File: config.mk
export PLATFORM = sky130hd
export DESIGN_NAME = block_peak_rms_meter_top
export DESIGN_NICKNAME = d
export VERILOG_FILES = /design/src/design/bprm_pkg.sv /design/src/design/block_peak_rms_meter_top.sv
export SDC_FILE = /design/constraint.sdc
export NUM_CORES = 2
export LEC_CHECK = 0
export BUFFER_PORTS_ARGS = -buffer_cell sky130_fd_sc_hd__buf_2
export CORE_UTILIZATION = 55
export CTS_CLUSTER_SIZE = 28
export DETAILED_ROUTE_END_ITERATION = 6
export GPL_ROUTABILITY_DRIVEN = 0
export GPL_TIMING_DRIVEN = 1
export PLACE_DENSITY = 0.71
export SETUP_SLACK_MARGIN = 0.02
export SYNTH_ARGS = -nofsm -noshare
export SYNTH_HDL_FRONTEND = slang
export SYNTH_SLANG_ARGS = --single-unit
File: constraint.sdc
create_clock -name clk -period 10.5 [get_ports clk]
set_input_delay 0.525 -clock clk [delete_from_list [all_inputs] [get_ports clk]]
set_output_delay 0.525 -clock clk [all_outputs]
set_load 0.02 [all_outputs]
File: src/design/bprm_pkg.sv
package bprm_pkg;

    // Sample and level format: signed Q1.23 in, unsigned Q1.23 out
    localparam int SAMPLE_BITS = 24;
    localparam int SQ_W        = 2 * SAMPLE_BITS;
    localparam int SUM_W       = 58;
    localparam int ROOT_W      = SUM_W / 2;
    localparam int ITER_W      = $clog2(SUM_W);

    localparam logic [SAMPLE_BITS-1:0] LEVEL_ONE = {1'b1, {(SAMPLE_BITS-1){1'b0}}};

    // Sequencer states, one-hot
    typedef enum logic [6:0] {
        S_IDLE = 7'b0000001,
        S_MUL  = 7'b0000010,
        S_ACC  = 7'b0000100,
        S_END  = 7'b0001000,
        S_DIV  = 7'b0010000,
        S_SQRT = 7'b0100000,
        S_OUT  = 7'b1000000
    } state_t;

endpackage

File: src/design/block_peak_rms_meter_top.sv
// Sequence: a counted sample beat is accepted, squared, then accumulated; an ignored or
// dropped sample is only accepted. An end-of-buffer beat then adds the end, divide, root and
// output states, worked serially on the one shared subtractor; if empty, the end state only.
// Throughput: the result waits in an output register and the next beat is taken while it is
// held; a second result stalls in the output state until the first one has been taken.
// Reset: rst_n is asynchronous, active low; clears sums, peak and count, accept_samples = 1.
module block_peak_rms_meter_top
    import bprm_pkg::*;
#(
    parameter int MAX_BUFFER_SAMPLES = 4096
)
(
    input  logic                   clk,
    input  logic                   rst_n,
    // configuration: accept_samples
    input  logic                   cfg_we,
    input  logic                   cfg_wdata,
    // input stream
    input  logic                   s_tvalid,
    output logic                   s_tready,
    input  logic [SAMPLE_BITS-1:0] s_tdata,   // [23:0] sample
    input  logic                   s_tuser,   // [0] has_sample
    input  logic                   s_tlast,   // end_of_buffer
    // result stream
    output logic                   m_tvalid,
    input  logic                   m_tready,
    output logic [2*SAMPLE_BITS-1:0] m_tdata, // [23:0] rms_level, [47:24] peak_level
    output logic                   m_tuser    // [0] truncated
);

    localparam int CNT_W = $clog2(MAX_BUFFER_SAMPLES + 1);
    localparam int ALU_W = (CNT_W + 1 > ROOT_W + 3) ? CNT_W + 1 : ROOT_W + 3;

    // control state
    state_t               state_reg, state_next;
    logic                 accept_reg, accept_next;
    logic                 eob_reg, eob_next;
    logic [SAMPLE_BITS-1:0] peak_reg, peak_next;
    logic [SUM_W-1:0]     sum_reg, sum_next;
    logic [CNT_W-1:0]     count_reg, count_next;
    logic                 ovf_reg, ovf_next;
    logic [ITER_W-1:0]    iter_reg, iter_next;
    logic                 mvalid_reg, mvalid_next;

    // datapath
    logic [SAMPLE_BITS-1:0] mag_reg, mag_next;
    logic [SQ_W-1:0]      sq_reg, sq_next;
    logic [SUM_W-1:0]     work_reg, work_next;
    logic [ALU_W-1:0]     rem_reg, rem_next;
    logic [ROOT_W-1:0]    root_reg, root_next;
    logic [SAMPLE_BITS-1:0] rms_out_reg, rms_out_next;
    logic [SAMPLE_BITS-1:0] peak_out_reg, peak_out_next;
    logic                 trunc_out_reg, trunc_out_next;

    // shared subtractor
    logic [ALU_W-1:0]     alu_a, alu_b;
    logic [ALU_W:0]       alu_diff;
    logic                 alu_ge;

    logic                 s_fire, m_fire, full, take;
    logic [SAMPLE_BITS-1:0] raw;
    logic [SUM_W:0]       acc_sum;

    assign s_tready = (state_reg == S_IDLE);
    assign s_fire   = s_tvalid && s_tready;
    assign m_fire   = mvalid_reg && m_tready;
    assign m_tvalid = mvalid_reg;
    assign m_tdata  = {peak_out_reg, rms_out_reg};
    assign m_tuser  = trunc_out_reg;

    assign raw     = s_tdata;
    assign full    = (count_reg >= CNT_W'(MAX_BUFFER_SAMPLES));
    assign take    = s_tuser && accept_reg && !full;
    assign acc_sum = {1'b0, sum_reg} + (SUM_W + 1)'(sq_reg);

    // pick operands: divide step in S_DIV, root step otherwise
    always_comb
    begin
        if (state_reg == S_DIV)
        begin
            alu_a = ALU_W'({rem_reg[CNT_W-1:0], work_reg[SUM_W-1]});
            alu_b = ALU_W'(count_reg);
        end
        else
        begin
            alu_a = ALU_W'({rem_reg[ROOT_W:0], work_reg[SUM_W-1:SUM_W-2]});
            alu_b = ALU_W'({root_reg, 2'b01});
        end
        alu_diff = {1'b0, alu_a} - {1'b0, alu_b};
        alu_ge   = !alu_diff[ALU_W];
    end

    // sequencer
    always_comb
    begin
        state_next     = state_reg;
        accept_next    = cfg_we ? cfg_wdata : accept_reg;
        eob_next       = eob_reg;
        peak_next      = peak_reg;
        sum_next       = sum_reg;
        count_next     = count_reg;
        ovf_next       = ovf_reg;
        iter_next      = iter_reg;
        mvalid_next    = m_fire ? 1'b0 : mvalid_reg;
        mag_next       = mag_reg;
        sq_next        = sq_reg;
        work_next      = work_reg;
        rem_next       = rem_reg;
        root_next      = root_reg;
        rms_out_next   = rms_out_reg;
        peak_out_next  = peak_out_reg;
        trunc_out_next = trunc_out_reg;

        case (state_reg)
            S_IDLE:
            begin
                if (s_fire)
                begin
                    eob_next = s_tlast;
                    mag_next = raw[SAMPLE_BITS-1] ? (~raw + 1'b1) : raw;
                    if (s_tuser && accept_reg && full)
                    begin
                        ovf_next = 1'b1;
                    end
                    if (take)
                    begin
                        state_next = S_MUL;
                    end
                    else if (s_tlast)
                    begin
                        state_next = S_END;
                    end
                end
            end
            S_MUL:
            begin
                // square the magnitude, track the peak, count the sample
                sq_next    = SQ_W'(mag_reg) * SQ_W'(mag_reg);
                if (mag_reg > peak_reg)
                begin
                    peak_next = mag_reg;
                end
                count_next = count_reg + 1'b1;
                state_next = S_ACC;
            end
            S_ACC:
            begin
                // saturate the sum instead of wrapping
                sum_next   = acc_sum[SUM_W] ? {SUM_W{1'b1}} : acc_sum[SUM_W-1:0];
                state_next = eob_reg ? S_END : S_IDLE;
            end
            S_END:
            begin
                if (count_reg == '0)
                begin
                    peak_next  = '0;
                    sum_next   = '0;
                    ovf_next   = 1'b0;
                    state_next = S_IDLE;
                end
                else
                begin
                    work_next  = sum_reg;
                    rem_next   = '0;
                    iter_next  = '0;
                    state_next = S_DIV;
                end
            end
            S_DIV:
            begin
                // one quotient bit per cycle, quotient shifts into work
                if (alu_ge)
                begin
                    rem_next = ALU_W'(alu_diff[CNT_W-1:0]);
                end
                else
                begin
                    rem_next = ALU_W'({rem_reg[CNT_W-2:0], work_reg[SUM_W-1]});
                end
                work_next = {work_reg[SUM_W-2:0], alu_ge};
                if (iter_reg == ITER_W'(SUM_W - 1))
                begin
                    rem_next   = '0;
                    root_next  = '0;
                    iter_next  = '0;
                    state_next = S_SQRT;
                end
                else
                begin
                    iter_next = iter_reg + 1'b1;
                end
            end
            S_SQRT:
            begin
                // one root bit per cycle, two radicand bits consumed
                if (alu_ge)
                begin
                    rem_next = ALU_W'(alu_diff[ROOT_W:0]);
                end
                else
                begin
                    rem_next = ALU_W'(alu_a[ROOT_W:0]);
                end
                root_next = {root_reg[ROOT_W-2:0], alu_ge};
                work_next = {work_reg[SUM_W-3:0], 2'b00};
                if (iter_reg == ITER_W'(ROOT_W - 1))
                begin
                    state_next = S_OUT;
                end
                else
                begin
                    iter_next = iter_reg + 1'b1;
                end
            end
            S_OUT:
            begin
                // hold until the output register is free, then load and clear
                if (!mvalid_reg || m_tready)
                begin
                    if (root_reg > ROOT_W'(LEVEL_ONE))
                    begin
                        rms_out_next = LEVEL_ONE;
                    end
                    else
                    begin
                        rms_out_next = root_reg[SAMPLE_BITS-1:0];
                    end
                    peak_out_next  = (peak_reg > LEVEL_ONE) ? LEVEL_ONE : peak_reg;
                    trunc_out_next = ovf_reg;
                    mvalid_next    = 1'b1;
                    peak_next      = '0;
                    sum_next       = '0;
                    count_next     = '0;
                    ovf_next       = 1'b0;
                    state_next     = S_IDLE;
                end
            end
            default:
            begin
                state_next = S_IDLE;
            end
        endcase
    end

    // control registers
    always_ff @(posedge clk or negedge rst_n)
    begin
        if (!rst_n)
        begin
            state_reg  <= S_IDLE;
            accept_reg <= 1'b1;
            eob_reg    <= 1'b0;
            peak_reg   <= '0;
            sum_reg    <= '0;
            count_reg  <= '0;
            ovf_reg    <= 1'b0;
            iter_reg   <= '0;
            mvalid_reg <= 1'b0;
        end
        else
        begin
            state_reg  <= state_next;
            accept_reg <= accept_next;
            eob_reg    <= eob_next;
            peak_reg   <= peak_next;
            sum_reg    <= sum_next;
            count_reg  <= count_next;
            ovf_reg    <= ovf_next;
            iter_reg   <= iter_next;
            mvalid_reg <= mvalid_next;
        end
    end

    // datapath registers
    always_ff @(posedge clk)
    begin
        mag_reg       <= mag_next;
        sq_reg        <= sq_next;
        work_reg      <= work_next;
        rem_reg       <= rem_next;
        root_reg      <= root_next;
        rms_out_reg   <= rms_out_next;
        peak_out_reg  <= peak_out_next;
        trunc_out_reg <= trunc_out_next;
    end

endmodule
==> impl_results.rst <==
.. list-table::
   :header-rows: 1

   * - Metric
     - Value
   * - Wire length of the first global-routing pass
     - 145,000 um
   * - Cell taking the most area after synthesis
     - sky130_fd_sc_hd__fa_1
   * - Rows
     - 93
   * - Overall routed net length
     - 89,100 um
   * - Pin count of the biggest net entering global routing
     - 75
   * - FF/Latch Area
     - 9920 um^2
   * - Total vias in the final route
     - 26,807
   * - Type of the worst setup path
     - reg -> reg
   * - Vias/cell
     - 5.73
   * - Maximum count of clock buffers along a single path
     - 3
   * - Worst setup startpoint
     - mag_reg[11]
   * - Antenna violations before repair
     - 5
   * - Run status
     - complete, no violations
   * - Post-Synthesis Cell Area
     - 35,800 um^2
   * - Standard cell area after detailed placement
     - 37,000 um^2
   * - Synth Instances
     - 3,789
   * - Synth area leaders
     - sky130_fd_sc_hd__fa_1 24%, sky130_fd_sc_hd__edfxtp_1 20%, sky130_fd_sc_hd__ha_1 9.9%
   * - Worst hold start
     - m_tready
   * - Kind of start point of the critical path
     - flip-flop
   * - Worst Hold Slack
     - 0.170 ns
   * - Length of the first detailed-routing pass in iterations
     - 6
   * - Final critical-path required period
     - 8.65 ns
   * - TritonCTS buffer count
     - 41
   * - Slew headroom
     - 21.3%
   * - DRC violation count after routing
     - 0
   * - Ratio of cells with drive above 1 in the final layout
     - 5.38%
   * - Post-synth top area share
     - 23.7%
   * - Critical path destination
     - sq_reg[47]
   * - Antenna cell count
     - 0
   * - Arr. time, crit path
     - 8.97 ns
   * - Critical path data required time
     - 10.82 ns
   * - Area of the multi-input gates
     - 22,900 um^2
   * - Count of cells resized by post-cts repair
     - 0
   * - Final setup fails
     - 0
   * - Final-layout setup total negative slack
     - 0 ns
   * - Violation count after the first detailed-routing iteration
     - 1,972
   * - Number of buffers added for setup after CTS
     - 0
   * - Most used flip-flop cell after synthesis
     - sky130_fd_sc_hd__edfxtp_1
   * - GRT overflow
     - 0
   * - FF-to-FF Start
     - mag_reg[11]
   * - Clock Skews
     - 0.0345 ns
   * - Least-Margin Pin Slew
     - 1.18 ns
   * - H-tree levels
     - 2
   * - Number of placed I/O pins
     - 83
   * - Highest net fanout along the worst path
     - 17
   * - Maximum achievable frequency
     - 0.116 GHz
   * - Area of the core
     - 64,300 um^2
   * - Share of the cycle needed by the critical path after routing
     - 82.3%
   * - Worst hold path type
     - in -> reg
   * - Yosys cell types
     - 83
   * - Cell count of the worst reg-to-reg path
     - 26
   * - Number of enable-type register cells in the synthesized netlist
     - 237
   * - Syn Nets
     - 4,528
   * - Port-buffer cells
     - 82
   * - Proportion of register bits with asynchronous set or reset after synthesis
     - 32.1%
   * - Number of register bits inferred by synthesis
     - 349
   * - Initial standard-cell utilization of the core
     - 55.7%
   * - Worst reg2reg path endpoint
     - sq_reg[47]
   * - Final layout net count
     - 4,532
   * - Register area share after synthesis
     - 27.7%
   * - Register-to-register setup slack
     - 1.85 ns
   * - DIE WIDTH
     - 257 um
   * - Finished layout cell area
     - 38,300 um^2
   * - Area of the die
     - 66,200 um^2
   * - Worst-path clk slew
     - 0.06 ns
   * - Setup repair after global routing missed its margin
     - false
   * - Vertical extent of the die
     - 257 um
   * - Max-slew violations
     - 0
   * - Most used standard cell by instance count after synthesis
     - sky130_fd_sc_hd__inv_1
   * - Commonest cells in the netlist
     - 653 x sky130_fd_sc_hd__inv_1, 564 x sky130_fd_sc_hd__nand2_1, 424 x sky130_fd_sc_hd__fa_1, 283 x sky130_fd_sc_hd__ha_1, 237 x sky130_fd_sc_hd__edfxtp_1
   * - Crit. End Element
     - flip-flop
   * - Yosys synthesis warning count
     - 0
   * - Via count of the first global-routing pass
     - 27,078
   * - Antenna Violating Nets Remaining
     - 0
   * - All-Layer GR Usage
     - 27.6%
   * - Maximum capacitance violations
     - 0
   * - Wire length per cell after detailed routing
     - 19.0 um
   * - Library cell used as clock root buffer
     - sky130_fd_sc_hd__clkbuf_16
   * - Fill cell total of the finished layout
     - 5,460
   * - TritonCTS clock tree
     - done
   * - Final-report hold violation count
     - 0
   * - Hold bufs inserted after CTS
     - 1
   * - Clock latency at the later pin of the worst-skew pair
     - 0.58 ns
   * - Detailed placement HPWL
     - 69,000 um
   * - Synthesis-to-layout area growth
     - 6.99%
   * - Number of clock sinks
     - 349
   * - Post-Synthesis Mean Instance Area
     - 9.45 um^2
cell type report:
cell class	instances	share of cell area, %
multi-input cells	2635	59.8
flip-flops and latches	349	25.9
inverters	661	6.47
clock buffers	58	3.00
well taps	855	2.79
repair buffers	105	1.53
clock inverters	18	0.516
worst min path at each step:
stage | endpoint | cells after the start | slack (ns)
after global placement | sum_reg[4] | 2 | 0.49
final | m_tvalid | 2 | 0.17
after CTS | mag_reg[0] | 1 | 0.15
after global routing | mag_reg[0] | 1 | 0.16
after detailed placement | sum_reg[4] | 2 | 0.50
after floorplan | count_reg[0] | 0 | 0.23
critical path: stages, from the launching register on:
cell                       delay, ns
sky130_fd_sc_hd__edfxtp_1       0.86
sky130_fd_sc_hd__inv_1          0.47
sky130_fd_sc_hd__nor2_1         0.31
sky130_fd_sc_hd__inv_1          0.09
sky130_fd_sc_hd__fa_1           0.51
sky130_fd_sc_hd__inv_1          0.05
sky130_fd_sc_hd__fa_1           0.47
sky130_fd_sc_hd__inv_1          0.05
sky130_fd_sc_hd__fa_1           0.53
sky130_fd_sc_hd__inv_1          0.05
sky130_fd_sc_hd__fa_1           0.40
sky130_fd_sc_hd__fa_1           0.47
sky130_fd_sc_hd__fa_1           0.54
sky130_fd_sc_hd__inv_1          0.05
sky130_fd_sc_hd__fa_1           0.49
sky130_fd_sc_hd__inv_1          0.07
sky130_fd_sc_hd__ha_1           0.38
sky130_fd_sc_hd__nand2_1        0.10
sky130_fd_sc_hd__o21ai_0        0.14
sky130_fd_sc_hd__o311ai_0       0.53
sky130_fd_sc_hd__a31oi_1        0.27
sky130_fd_sc_hd__a31oi_1        0.48
sky130_fd_sc_hd__o21ai_1        0.21
sky130_fd_sc_hd__a41oi_1        0.38
sky130_fd_sc_hd__o21ai_0        0.18
sky130_fd_sc_hd__a21oi_1        0.20
sky130_fd_sc_hd__xnor2_1        0.09
cell usage in the layout, fill, tap and decap left out, types with 7 or more instances in the layout:
cell type	netlist	routed
sky130_fd_sc_hd__edfxtp_1	237	237
sky130_fd_sc_hd__mux2i_1	52	52
sky130_fd_sc_hd__and2_1	98	98
sky130_fd_sc_hd__xor2_1	48	48
sky130_fd_sc_hd__xnor2_1	102	102
sky130_fd_sc_hd__o21ai_0	128	128
sky130_fd_sc_hd__dfrtp_1	110	110
sky130_fd_sc_hd__nand4_1	24	24
sky130_fd_sc_hd__ha_1	283	283
sky130_fd_sc_hd__buf_4	1	23
sky130_fd_sc_hd__and3_1	21	21
sky130_fd_sc_hd__fa_1	424	424
sky130_fd_sc_hd__o21a_1	16	16
sky130_fd_sc_hd__a22oi_1	61	61
sky130_fd_sc_hd__nand3_1	55	55
sky130_fd_sc_hd__a21o_1	75	75
sky130_fd_sc_hd__nand2_1	564	564
sky130_fd_sc_hd__a21oi_1	144	143
sky130_fd_sc_hd__nor2b_1	17	17
sky130_fd_sc_hd__o211ai_1	18	18
sky130_fd_sc_hd__o22ai_1	12	12
sky130_fd_sc_hd__nor4_1	20	20
sky130_fd_sc_hd__or3_1	12	12
sky130_fd_sc_hd__clkbuf_16	0	42
sky130_fd_sc_hd__o31ai_1	16	16
sky130_fd_sc_hd__buf_2	8	81
sky130_fd_sc_hd__inv_1	653	653
sky130_fd_sc_hd__o41ai_1	7	7
sky130_fd_sc_hd__nor2_1	235	231
sky130_fd_sc_hd__clkinv_2	0	9
sky130_fd_sc_hd__a221oi_1	9	9
sky130_fd_sc_hd__nor3_1	18	18
sky130_fd_sc_hd__clkbuf_1	120	12
sky130_fd_sc_hd__a31oi_1	20	20
sky130_fd_sc_hd__nand2b_1	19	19
sky130_fd_sc_hd__clkinv_1	8	10
sky130_fd_sc_hd__o21bai_1	13	13
kinds of logic after synthesis:
kind of cell	Yosys count	share of synthesized area, %
and+or+nand+nor	1127	14.1
xor gates and xnor gates	150	3.67
AOI/OAI and AO/OA	595	10.8
adders and majority gates	707	33.6
muxes	56	1.58
DFF	349	27.7
buffers and inverters	805	8.55
per-stage QoR:
stage / setup slack (ns) / util, % / cells
final: 1.85 / 59.6 / 4681
after global routing: 1.43 / 59.6 / 4681
after CTS: 1.97 / 59.6 / 4681
after detailed placement: 2.01 / 57.4 / 4604
after global placement: 2.21 / 57.4 / 4604
after floorplan: 3.21 / - / 3789
per-layer routing:
layer | GRT usage [%] | part of all wire [%] | wire (um)
met1 | 39.2 | 43 | 38700
met3 | 4.76 | 8.3 | 7360
met2 | 43.7 | 46 | 40700
met5 | 0 | 0.047 | 42
met4 | 7.46 | 2.6 | 2330
Power is not shown: default switching activity piles up to over one toggle a cycle in this logic, so the estimate is an artifact.
